`src/sv/cmyk_total_ink_limiter_core_defines.svh`:
```
// Assertion macros shared by the ink limiter RTL files.
`ifndef CMYK_TOTAL_INK_LIMITER_CORE_DEFINES_SVH
`define CMYK_TOTAL_INK_LIMITER_CORE_DEFINES_SVH

// Same-cycle implication, disabled while reset is asserted.
`define CTI_ASSERT_NOW(label, clk, rst_n, ante, cons, msg) \
    label: assert property (@(posedge clk) disable iff (!rst_n) (ante) |-> (cons)) \
        else $error(msg);

// Next-cycle implication, disabled while reset is asserted.
`define CTI_ASSERT_NEXT(label, clk, rst_n, ante, cons, msg) \
    label: assert property (@(posedge clk) disable iff (!rst_n) (ante) |=> (cons)) \
        else $error(msg);

`endif

```
`src/sv/cti_pkg.sv`:
```
// Types, constants and helper functions shared by the ink limiter modules.
`timescale 1ns / 1ps
package cti_pkg;

    localparam int unsigned COUNT_WIDTH = 32;
    localparam int unsigned OUT_COUNT_W = 32;
    localparam int unsigned PIX_W       = 8;
    localparam int unsigned CFG_W       = 9;
    localparam int unsigned SUM_W       = 10;
    localparam int unsigned LIMIT_W     = 17;
    localparam int unsigned CMY_W       = 10;

    localparam int unsigned PCT_SCALE   = 100;
    localparam int unsigned LIMIT_SLACK = 2;
    localparam int unsigned ROUND_HALF  = 50;

    // x / 100 as (x * RECIP_100) >> RECIP_SHIFT, exact for x below 2^17.
    localparam int unsigned RECIP_100   = 167773;
    localparam int unsigned RECIP_W     = 18;
    localparam int unsigned RECIP_SHIFT = 24;

    localparam logic [CFG_W-1:0] INK_RESET = CFG_W'(300);

    // Divider: 8 quotient bits, dividend 2*v*num+den, divisor 2*den.
    localparam int unsigned QBITS  = 8;
    localparam int unsigned QCNT_W = $clog2(QBITS);
    localparam int unsigned REM_W  = 26;
    localparam int unsigned DVS_W  = LIMIT_W + QBITS;

    localparam int unsigned QUEUE_DEPTH = 2;
    localparam int unsigned QPTR_W      = $clog2(QUEUE_DEPTH);
    localparam int unsigned QCNT_W_Q    = $clog2(QUEUE_DEPTH + 1);

    localparam logic [COUNT_WIDTH-1:0] COUNT_MAX = {COUNT_WIDTH{1'b1}};
    localparam logic [PIX_W-1:0]       PIX_MAX   = {PIX_W{1'b1}};

    typedef enum logic [1:0] {
        MODE_PASS,
        MODE_BLACK,
        MODE_SCALE,
        MODE_KEEP
    } t_mode;

    typedef enum logic [1:0] {
        ST_IDLE,
        ST_MUL,
        ST_DIV,
        ST_EMIT
    } t_back_state;

    typedef struct packed {
        logic [PIX_W-1:0] cyan_in;
        logic [PIX_W-1:0] magenta_in;
        logic [PIX_W-1:0] yellow_in;
        logic [PIX_W-1:0] black_in;
    } t_pix_in;

    typedef struct packed {
        logic [PIX_W-1:0]       cyan_out;
        logic [PIX_W-1:0]       magenta_out;
        logic [PIX_W-1:0]       yellow_out;
        logic [PIX_W-1:0]       black_out;
        logic                   was_modified;
        logic [OUT_COUNT_W-1:0] modified_count;
        logic [SUM_W-1:0]       peak_sum_before;
        logic [SUM_W-1:0]       peak_sum_after;
    } t_pix_out;

    // A classified pixel as it waits in the queue.
    typedef struct packed {
        t_mode              mode;
        logic [PIX_W-1:0]   c;
        logic [PIX_W-1:0]   m;
        logic [PIX_W-1:0]   y;
        logic [PIX_W-1:0]   k;
        logic [SUM_W-1:0]   sum;
        logic [LIMIT_W-1:0] num;
        logic [LIMIT_W-1:0] den;
    } t_work;

    typedef struct packed {
        logic  valid;
        t_work work;
    } t_work_chan;

    // 255 * v, done as a shift and a subtract.
    function automatic logic [LIMIT_W-1:0] limit_of(input logic [CFG_W-1:0] v);
        logic [LIMIT_W-1:0] hi;
        logic [LIMIT_W-1:0] lo;
        hi = {v, 8'b0};
        lo = LIMIT_W'(v);
        return hi - lo;
    endfunction

    // round(limit / 100), saturated to one byte.
    function automatic logic [PIX_W-1:0] kblack_of(input logic [LIMIT_W-1:0] limit);
        logic [LIMIT_W:0]                 rounded;
        logic [LIMIT_W+RECIP_W:0]         prod;
        logic [LIMIT_W+RECIP_W-RECIP_SHIFT:0] quo;
        rounded = (LIMIT_W+1)'(limit) + (LIMIT_W+1)'(ROUND_HALF);
        prod    = (LIMIT_W+RECIP_W+1)'(rounded) * (LIMIT_W+RECIP_W+1)'(RECIP_100);
        quo     = prod[LIMIT_W+RECIP_W:RECIP_SHIFT];
        if (quo > (LIMIT_W+RECIP_W-RECIP_SHIFT+1)'(PIX_MAX)) begin
            return PIX_MAX;
        end
        return quo[PIX_W-1:0];
    endfunction

endpackage

```
`src/sv/cti_front.sv`:
```
// Front end: accepts pixels and classifies them against the ink limit.
`timescale 1ns / 1ps
module cti_front (
    input  logic                      i_in_valid,
    output logic                      o_in_ready,
    input  cti_pkg::t_pix_in          i_pix,
    input  logic [cti_pkg::LIMIT_W-1:0] i_limit,
    input  logic                      i_q_full,
    output cti_pkg::t_work_chan       o_push
);
    import cti_pkg::*;

    logic [SUM_W-1:0]   sum;
    logic [CMY_W-1:0]   cmy;
    logic [LIMIT_W:0]   sum100;
    logic [LIMIT_W:0]   thresh;
    logic [LIMIT_W-1:0] k100;
    logic [LIMIT_W-1:0] num;
    logic [LIMIT_W-1:0] den;
    t_mode              mode;

    always_comb begin
        cmy    = CMY_W'(i_pix.cyan_in) + CMY_W'(i_pix.magenta_in) + CMY_W'(i_pix.yellow_in);
        sum    = SUM_W'(cmy) + SUM_W'(i_pix.black_in);
        sum100 = (LIMIT_W+1)'(sum) * (LIMIT_W+1)'(PCT_SCALE);
        thresh = (LIMIT_W+1)'(i_limit) + (LIMIT_W+1)'(LIMIT_SLACK);
        k100   = LIMIT_W'(i_pix.black_in) * LIMIT_W'(PCT_SCALE);
        num    = i_limit - k100;
        den    = LIMIT_W'(cmy) * LIMIT_W'(PCT_SCALE);
        priority if (sum100 <= thresh) begin
            mode = MODE_PASS;
        end else if (k100 >= i_limit) begin
            mode = MODE_BLACK;
        end else if (cmy == '0 || num >= den) begin
            mode = MODE_KEEP;
        end else begin
            mode = MODE_SCALE;
        end
    end

    assign o_in_ready = !i_q_full;

    always_comb begin
        o_push.valid     = i_in_valid && !i_q_full;
        o_push.work.mode = mode;
        o_push.work.c    = i_pix.cyan_in;
        o_push.work.m    = i_pix.magenta_in;
        o_push.work.y    = i_pix.yellow_in;
        o_push.work.k    = i_pix.black_in;
        o_push.work.sum  = sum;
        o_push.work.num  = num;
        o_push.work.den  = den;
    end

endmodule

```
`src/sv/cti_queue.sv`:
```
// Short queue of classified pixels between the front and back ends.
`timescale 1ns / 1ps
`include "cmyk_total_ink_limiter_core_defines.svh"
module cti_queue (
    input  logic                i_clk,
    input  logic                i_rst_n,
    input  cti_pkg::t_work_chan i_push,
    output logic                o_full,
    output cti_pkg::t_work_chan o_head,
    input  logic                i_pop
);
    import cti_pkg::*;

    t_work               r_mem [QUEUE_DEPTH];
    logic [QPTR_W-1:0]   r_wr_ptr;
    logic [QPTR_W-1:0]   r_rd_ptr;
    logic [QCNT_W_Q-1:0] r_count;
    logic [QCNT_W_Q-1:0] n_count;
    logic                push;
    logic                pop;

    assign push = i_push.valid;
    assign pop  = i_pop && (r_count != '0);

    always_comb begin
        n_count = r_count;
        if (push && !pop) begin
            n_count = r_count + QCNT_W_Q'(1);
        end else if (pop && !push) begin
            n_count = r_count - QCNT_W_Q'(1);
        end
    end

    always_ff @(posedge i_clk) begin
        if (!i_rst_n) begin
            r_wr_ptr <= '0;
            r_rd_ptr <= '0;
            r_count  <= '0;
        end else begin
            if (push) begin
                r_wr_ptr <= r_wr_ptr + QPTR_W'(1);
            end
            if (pop) begin
                r_rd_ptr <= r_rd_ptr + QPTR_W'(1);
            end
            r_count <= n_count;
        end
    end

    always_ff @(posedge i_clk) begin
        if (push) begin
            r_mem[r_wr_ptr] <= i_push.work;
        end
    end

    assign o_full       = (r_count == QCNT_W_Q'(QUEUE_DEPTH));
    assign o_head.valid = (r_count != '0);
    assign o_head.work  = r_mem[r_rd_ptr];

    `CTI_ASSERT_NOW(a_no_overflow, i_clk, i_rst_n, push, r_count != QCNT_W_Q'(QUEUE_DEPTH), "queue written while full")
    `CTI_ASSERT_NEXT(a_count_step, i_clk, i_rst_n, push && !pop, r_count == $past(r_count) + QCNT_W_Q'(1), "queue count did not grow on push")
    `CTI_ASSERT_NOW(a_no_underflow, i_clk, i_rst_n, i_pop, r_count != '0, "queue popped while empty")

endmodule

```
`src/sv/cti_back.sv`:
```
// Back end: scales pixels with a bit-serial divider, keeps statistics, drives the output.
`timescale 1ns / 1ps
`include "cmyk_total_ink_limiter_core_defines.svh"
module cti_back (
    input  logic                        i_clk,
    input  logic                        i_rst_n,
    input  cti_pkg::t_work_chan         i_head,
    output logic                        o_pop,
    input  logic [cti_pkg::LIMIT_W-1:0] i_limit,
    output logic                        o_out_valid,
    input  logic                        i_out_ready,
    output cti_pkg::t_pix_out           o_out
);
    import cti_pkg::*;

    typedef struct packed {
        logic pop;
        logic mul;
        logic div;
        logic emit;
    } t_back_ctl;

    t_back_state        r_state;
    t_back_state        n_state;
    t_back_ctl          ctl;
    logic               can_emit;

    logic [PIX_W-1:0]   r_kblack;
    t_mode              r_mode;
    logic [PIX_W-1:0]   r_cmy [3];
    logic [PIX_W-1:0]   r_k;
    logic [SUM_W-1:0]   r_sum;
    logic [LIMIT_W-1:0] r_num;
    logic [LIMIT_W-1:0] r_den;
    logic [REM_W-1:0]   r_rem [3];
    logic [DVS_W-1:0]   r_dvs;
    logic [QCNT_W-1:0]  r_bit;

    logic [REM_W-1:0]   prod [3];
    logic [REM_W:0]     trial [3];
    logic [2:0]         ge;

    logic [COUNT_WIDTH-1:0] r_count;
    logic [COUNT_WIDTH-1:0] n_count;
    logic [SUM_W-1:0]       r_peak_before;
    logic [SUM_W-1:0]       n_peak_before;
    logic [SUM_W-1:0]       r_peak_after;
    logic [SUM_W-1:0]       n_peak_after;
    logic [SUM_W-1:0]       out_sum;
    logic [63:0]            count_wide;
    logic                   modified;

    logic     r_out_valid;
    t_pix_out r_out;
    t_pix_out n_out;

    assign can_emit = !r_out_valid || i_out_ready;

    // Next state.
    always_comb begin
        n_state = r_state;
        unique case (r_state)
            ST_IDLE: begin
                if (i_head.valid) begin
                    n_state = (i_head.work.mode == MODE_SCALE) ? ST_MUL : ST_EMIT;
                end
            end
            ST_MUL: begin
                n_state = ST_DIV;
            end
            ST_DIV: begin
                if (r_bit == '0) begin
                    n_state = ST_EMIT;
                end
            end
            ST_EMIT: begin
                if (can_emit) begin
                    n_state = ST_IDLE;
                end
            end
            default: begin
                n_state = ST_IDLE;
            end
        endcase
    end

    // State outputs.
    always_comb begin
        ctl = '0;
        unique case (r_state)
            ST_IDLE: ctl.pop  = i_head.valid;
            ST_MUL:  ctl.mul  = 1'b1;
            ST_DIV:  ctl.div  = 1'b1;
            ST_EMIT: ctl.emit = can_emit;
            default: ctl      = '0;
        endcase
    end

    assign o_pop = ctl.pop;

    always_ff @(posedge i_clk) begin
        if (!i_rst_n) begin
            r_state <= ST_IDLE;
        end else begin
            r_state <= n_state;
        end
    end

    // Black-only level follows the limit register.
    always_ff @(posedge i_clk) begin
        r_kblack <= kblack_of(i_limit);
    end

    always_comb begin
        for (int i = 0; i < 3; i++) begin
            prod[i]  = REM_W'({r_cmy[i], 1'b0}) * REM_W'(r_num);
            trial[i] = (REM_W+1)'(r_rem[i]) - (REM_W+1)'(r_dvs);
            ge[i]    = !trial[i][REM_W];
        end
    end

    // Working registers and the three divider lanes.
    always_ff @(posedge i_clk) begin
        if (ctl.pop) begin
            r_mode <= i_head.work.mode;
            r_sum  <= i_head.work.sum;
            r_num  <= i_head.work.num;
            r_den  <= i_head.work.den;
            if (i_head.work.mode == MODE_BLACK) begin
                r_cmy[0] <= '0;
                r_cmy[1] <= '0;
                r_cmy[2] <= '0;
                r_k      <= r_kblack;
            end else begin
                r_cmy[0] <= i_head.work.c;
                r_cmy[1] <= i_head.work.m;
                r_cmy[2] <= i_head.work.y;
                r_k      <= i_head.work.k;
            end
        end else if (ctl.mul) begin
            for (int i = 0; i < 3; i++) begin
                r_rem[i] <= prod[i] + REM_W'(r_den);
            end
            r_dvs <= {r_den, {QBITS{1'b0}}};
            r_bit <= QCNT_W'(QBITS - 1);
        end else if (ctl.div) begin
            for (int i = 0; i < 3; i++) begin
                if (ge[i]) begin
                    r_rem[i] <= trial[i][REM_W-1:0];
                end
                r_cmy[i] <= {r_cmy[i][PIX_W-2:0], ge[i]};
            end
            r_dvs <= r_dvs >> 1;
            r_bit <= r_bit - QCNT_W'(1);
        end
    end

    // Statistics and the result as it leaves.
    always_comb begin
        modified = (r_mode != MODE_PASS);
        out_sum  = SUM_W'(r_cmy[0]) + SUM_W'(r_cmy[1]) + SUM_W'(r_cmy[2]) + SUM_W'(r_k);
        n_count  = (modified && r_count != COUNT_MAX) ? r_count + COUNT_WIDTH'(1) : r_count;
        n_peak_before = (r_sum > r_peak_before) ? r_sum : r_peak_before;
        n_peak_after  = (out_sum > r_peak_after) ? out_sum : r_peak_after;
        count_wide    = 64'(n_count);
        n_out.cyan_out        = r_cmy[0];
        n_out.magenta_out     = r_cmy[1];
        n_out.yellow_out      = r_cmy[2];
        n_out.black_out       = r_k;
        n_out.was_modified    = modified;
        n_out.modified_count  = count_wide[OUT_COUNT_W-1:0];
        n_out.peak_sum_before = n_peak_before;
        n_out.peak_sum_after  = n_peak_after;
    end

    always_ff @(posedge i_clk) begin
        if (!i_rst_n) begin
            r_count       <= '0;
            r_peak_before <= '0;
            r_peak_after  <= '0;
            r_out_valid   <= 1'b0;
        end else begin
            if (ctl.emit) begin
                r_count       <= n_count;
                r_peak_before <= n_peak_before;
                r_peak_after  <= n_peak_after;
                r_out_valid   <= 1'b1;
            end else if (i_out_ready) begin
                r_out_valid <= 1'b0;
            end
        end
    end

    always_ff @(posedge i_clk) begin
        if (ctl.emit) begin
            r_out <= n_out;
        end
    end

    assign o_out_valid = r_out_valid;
    assign o_out       = r_out;

    `CTI_ASSERT_NEXT(a_div_ends, i_clk, i_rst_n, r_state == ST_DIV && r_bit == '0, r_state == ST_EMIT, "divider did not finish after its last bit")
    `CTI_ASSERT_NOW(a_peak_order, i_clk, i_rst_n, 1'b1, r_peak_after <= r_peak_before, "output peak above input peak")
    `CTI_ASSERT_NOW(a_count_seen, i_clk, i_rst_n, r_out_valid && r_out.was_modified, r_count != '0, "modified pixel with zero count")

endmodule

```
`src/sv/cmyk_total_ink_limiter_core.sv`:
```
// Top level of the CMYK total ink limiter: limit register, front end, queue and back end.
//
//   Channel   Direction  Handshake                     Payload
//   config    in         i_cfg_valid / o_cfg_ready     i_cfg_data, ink limit in percent
//   pixel in  in         i_in_valid  / o_in_ready      i_in_data, t_pix_in
//   pixel out out        o_out_valid / i_out_ready     o_out_data, t_pix_out
//
// A pixel that passes, goes to black only, or keeps its values goes through the idle
// and emit steps of the back end; a scaled pixel also takes a multiply step and the
// one-bit-per-cycle divider that works its C, M and Y side by side.
// The front end classifies in the cycle of the transfer and feeds a two-entry queue, so
// the input keeps taking pixels while the back end divides or the output is stalled,
// until both queue entries are in use.
// The output register holds one finished result; the back end moves on to the next
// pixel right away and only waits in its emit step while the held result has not been
// taken. Reset is synchronous and active low, and clears the
// limit to 300 percent, the modified count and both peak sums.
`timescale 1ns / 1ps
module cmyk_total_ink_limiter_core (
    input  logic                      i_clk,
    input  logic                      i_rst_n,
    input  logic                      i_cfg_valid,
    output logic                      o_cfg_ready,
    input  logic [cti_pkg::CFG_W-1:0] i_cfg_data,
    input  logic                      i_in_valid,
    output logic                      o_in_ready,
    input  cti_pkg::t_pix_in          i_in_data,
    output logic                      o_out_valid,
    input  logic                      i_out_ready,
    output cti_pkg::t_pix_out         o_out_data
);
    import cti_pkg::*;

    // The limit is kept as 255 times the percentage, which is the form every compare uses.
    logic [LIMIT_W-1:0] r_limit;
    t_work_chan         push;
    t_work_chan         head;
    logic               q_full;
    logic               pop;

    // Configuration is always accepted; it must only be written while no pixel is in flight.
    assign o_cfg_ready = 1'b1;

    always_ff @(posedge i_clk) begin
        if (!i_rst_n) begin
            r_limit <= limit_of(INK_RESET);
        end else if (i_cfg_valid) begin
            r_limit <= limit_of(i_cfg_data);
        end
    end

    // Classification: pass, black only, keep, or scale.
    cti_front u_front (
        .i_in_valid (i_in_valid),
        .o_in_ready (o_in_ready),
        .i_pix      (i_in_data),
        .i_limit    (r_limit),
        .i_q_full   (q_full),
        .o_push     (push)
    );

    // Decouples the input transfer from the divider.
    cti_queue u_queue (
        .i_clk   (i_clk),
        .i_rst_n (i_rst_n),
        .i_push  (push),
        .o_full  (q_full),
        .o_head  (head),
        .i_pop   (pop)
    );

    // Scaling, statistics and the output register.
    cti_back u_back (
        .i_clk       (i_clk),
        .i_rst_n     (i_rst_n),
        .i_head      (head),
        .o_pop       (pop),
        .i_limit     (r_limit),
        .o_out_valid (o_out_valid),
        .i_out_ready (i_out_ready),
        .o_out       (o_out_data)
    );

endmodule

```
`config.mk`:
```
export PLATFORM = sky130hd
export DESIGN_NAME = cmyk_total_ink_limiter_core
export DESIGN_NICKNAME = d
export VERILOG_FILES = /design/src/sv/cti_pkg.sv /design/src/sv/cti_front.sv /design/src/sv/cti_queue.sv /design/src/sv/cti_back.sv /design/src/sv/cmyk_total_ink_limiter_core.sv
export VERILOG_INCLUDE_DIRS = /design/src /design/src/sv
export SDC_FILE = /design/constraint.sdc
export NUM_CORES = 2
export LEC_CHECK = 0
export ABC_CLOCK_PERIOD_IN_PS = 6800
export BUFFER_PORTS_ARGS = -buffer_cell sky130_fd_sc_hd__buf_2
export CORE_UTILIZATION = 24
export CTS_BUF_LIST = sky130_fd_sc_hd__clkbuf_16
export CTS_CLUSTER_DIAMETER = 30
export DETAILED_ROUTE_END_ITERATION = 10
export MAX_ROUTING_LAYER = met4
export SETUP_SLACK_MARGIN = 0.05
export SYNTH_ARGS = -nofsm -noshare
export SYNTH_HDL_FRONTEND = slang
export SYNTH_SLANG_ARGS = --single-unit
```
`constraint.sdc`:
```
create_clock -name i_clk -period 6.8 [get_ports i_clk]
set_clock_uncertainty 0.1 [all_clocks]
set_input_delay 1.02 -clock i_clk [delete_from_list [all_inputs] [get_ports i_clk]]
set_output_delay 1.02 -clock i_clk [all_outputs]
set_load 0.005 [all_outputs]
```
==> results.yml <==
clock_network:
  cts-buffers-inserted: 114
  cts.sinks: 504
  tritoncts: "done"
  cts_hold_repair.buffers: 0
  cts_htree_levels: 3
  clock_tree.buffer_depth: 3
  cts_root_buf: "clkbuf_16"
  clkSlewWorstSetupHoldPaths_ns: 0.05
  clk-insertion-delay-late_ns: 0.73
placement:
  detailedPlacementHpwl_mm: 116
  gp_routability_congestion: 0.916
  port_buffers: 132
  placed_cells_incl_taps: 8216
global_routing:
  groute.layer.met3.usage_pct: 1.91
  grt_first_pass_wirelength_mm: 220
  met1_usage_pct: 15.2
  grt_util_met2_pct: 24.4
  antenna_violations_before_repair: 15
  grt_util_all_layers_pct: 13.7
  number_of_global_route_vias_before_repair: 39000
  pin_count_of_the_biggest_net_entering_global_routing: 88
  top_usage_layer: "met2"
  grt_remaining_overflow: 0
floorplanning:
  design.die.area_um2: 213000
  floorplan.rows: 168
  die_height_um: 461
  coreArea_um2: 210000
  initial_core_utilization_pct: 24.1
  top_level_ports: 134
  die_w_um: 461
timing:
  rsz0062_at_grt: "yes"
  min_period_ns: 6.78
  setup_viol: 0
  timing.slew.headroom_pct: 30.3
  upper_clock_frequency_limit_mhz: 148
  hold_violations: 0
  timing_max_transition_violations_final: 0
  actual_transition_at_the_worst_max_transition_pin_ns: 1.05
  fraction_of_the_cycle_the_final_worst_path_needs_pct: 99.6
  holdWs_ns: 0.373
job:
  drv.max_cap_violation_count: 0
detailed_routing:
  residual_drc: 0
  detail_route.first_pass.iterations: 5
  routed_wire_length_mm: 143
  dr_iter_0_viols: 2075
  vias: 37900
  avgViaCountPerCell: 4.46
  detail_route.wl_per_cell_um: 16.9
  number_of_nets_with_antenna_violations_after_routing: 0
worst_hold_path:
  hp-class: "register to register"
final_layout:
  layout.core_utilization_pct: 29.7
  multi_input_area_um2: 34000
  num-fill-cells: 21700
  area.growth.synth_to_final_pct: 22.9
  drive_gt1_share_pct: 17.4
  seqCellArea_um2: 14300
  finish.net_count: 6681
  final-instance-count-excl-fill: 8481
yosys:
  post_synth_most_frequent_cells: "733 x inv_1, 629 x ha_1, 513 x nand2_1"
  synth_area_leader_cell: "edfxtp_1"
  commonest_register_cell_after_synthesis: "edfxtp_1"
  synth_enable_flop_cells: 419
  async_flop_share_pct: 0
  syn_area_per_cell_um2: 9.92
  synth.most_common_cell: "inv_1"
  number_of_distinct_standard_cells_referenced_by_the_synthesized_netlist: 105
  synthCells: 5102
  ys_ff_latch: 504
  yosysSeqAreaShare_pct: 28.2
  syn-num-nets: 6209
  combined_area_of_all_synthesized_cells_um2: 50600
  synth.top_cells.by_area: "edfxtp_1 25%, fa_1 17%, ha_1 16%"
  yosys.area.top_type_share_pct: 24.9
  synthesis.yosys.warnings: 0
critical_path:
  worstPathArrival_ns: 7.29
  worst-setup-path-type: "register to register"
  cp-start-kind: "register"
  worstSetupEndpointType: "register"
  cp.required_ns: 7.31
  worstPathMaxFanout: 8
status:
  outcome: "finished, final reports clean"
layout by cell type (no fill, tap or decap), drive strengths merged, types with 48 or more instances in the layout:
cell,Yosys,routed
fa,432,432
mux2i,57,57
o21ai,198,198
xor2,133,133
edfxtp,419,419
and2,221,221
nor2b,49,49
nand3,92,92
nor2,200,200
mux2,57,57
nand2,514,514
buf,26,513
dfxtp,85,85
clkbuf,132,115
a21o,104,104
clkinv,0,60
o21bai,48,48
o21a,51,51
xnor2,219,219
a21oi,243,243
ha,629,629
inv,733,745
cell families (layout without fill, tap and decap cells):
logic type               after synthesis  after routing  synth area share (%)
XOR/XNOR                             352            352                  6.11
buffers and inverters                891           1460                  6.74
AO/OA/AOI/OAI                        853            853                  11.0
other                                  1              6               0.00741
adder cells (fa/ha/maj)             1061           1061                  32.6
flip-flops                           504            504                  28.2
AND/OR/NAND/NOR                     1326           1326                  12.8
multiplexers                         114            114                  2.40
flip-flops by register name, summed over array words and instances (netlist names), 2 cells and up, named ones only:
signal and count:
r_limit 17, u_back.o_out 85, u_back.r_bit 3, u_back.r_cmy 24, u_back.r_count 32, u_back.r_den 15
u_back.r_dvs 25, u_back.r_k 8, u_back.r_kblack 8, u_back.r_mode 2, u_back.r_num 17, u_back.r_peak_after 10
u_back.r_peak_before 10, u_back.r_rem 78, u_back.r_state 2, u_back.r_sum 10, u_queue.r_count 2, u_queue.r_mem 152
final cells by class:
type,count,share of cell area (%)
Multi-Input combinational cell,3707,54.7
Sequential cell,504,23.0
Timing Repair Buffer,514,6.02
Tap cell,2805,5.64
Clock buffer,114,4.59
Inverter,733,4.43
Clock inverter,99,1.65
Antenna cell,5,0.0201
repair_timing:
action	in CTS	in global routing
endpoints found under the setup margin	11	34
resized for setup	35	141
pin swaps	19	116
gates cloned	0	1
buffers inserted	8	38
worst max-delay path: stages (launching register included):
cell and delay [ns]:
dfxtp_2 0.33, ha_4 0.17, a21oi_4 0.16, nand2b_1 0.09, buf_4 0.14, and3_4 0.17, xor2_2 0.18, buf_6 0.14
buf_6 0.11, ha_4 0.21, fa_1 0.51, fa_1 0.50, fa_1 0.50, inv_2 0.04, fa_1 0.53, inv_2 0.06
fa_2 0.55, ha_4 0.21, a21o_1 0.16, a21oi_2 0.11, o211ai_1 0.11, a21oi_2 0.17, o21a_2 0.22, nor3_4 0.05
or3_4 0.35, a2111oi_4 0.41, o32ai_4 0.18, o21bai_1 0.18
stage by stage:
step	area, um^2	setup TNS, ns	worst slack [ns]
after floorplan	50700	-0.176	-0.0517
after global placement	56900	-3.80	-0.685
after detailed placement	56900	-4.52	-0.760
after CTS	61000	0	0.0570
after global routing	62200	-1.65	-0.195
final	62200	0	0.0242
path summary, 6_finish.rpt:
| check | endpoint | cells after the start | slack (ns) | start |
|---|---|---|---|---|
| worst max register to register | u_back.r_kblack[2]$_SDFF_PN1_ | 27 | 0.02 | r_limit[1]$_SDFFE_PN0P_ |
| worst max-delay path | u_back.r_kblack[2]$_SDFF_PN1_ | 27 | 0.02 | r_limit[1]$_SDFFE_PN0P_ |
| worst min register to register | u_back.r_peak_before[9]$_SDFFE_PN0P_ | 2 | 0.37 | u_back.r_peak_before[9]$_SDFFE_PN0P_ |
| worst min-delay path | u_back.r_peak_before[9]$_SDFFE_PN0P_ | 2 | 0.37 | u_back.r_peak_before[9]$_SDFFE_PN0P_ |
routing by layer:
metal	vias up	part of all wire, %
li1	18200	-
met1	18500	40
met2	890	51
met3	309	4.1
met4	0	5.0
met5	-	0
Power is left out: the tool's default activity adds up to more than one toggle a clock period on the data nets, which glitch-free logic cannot reach.
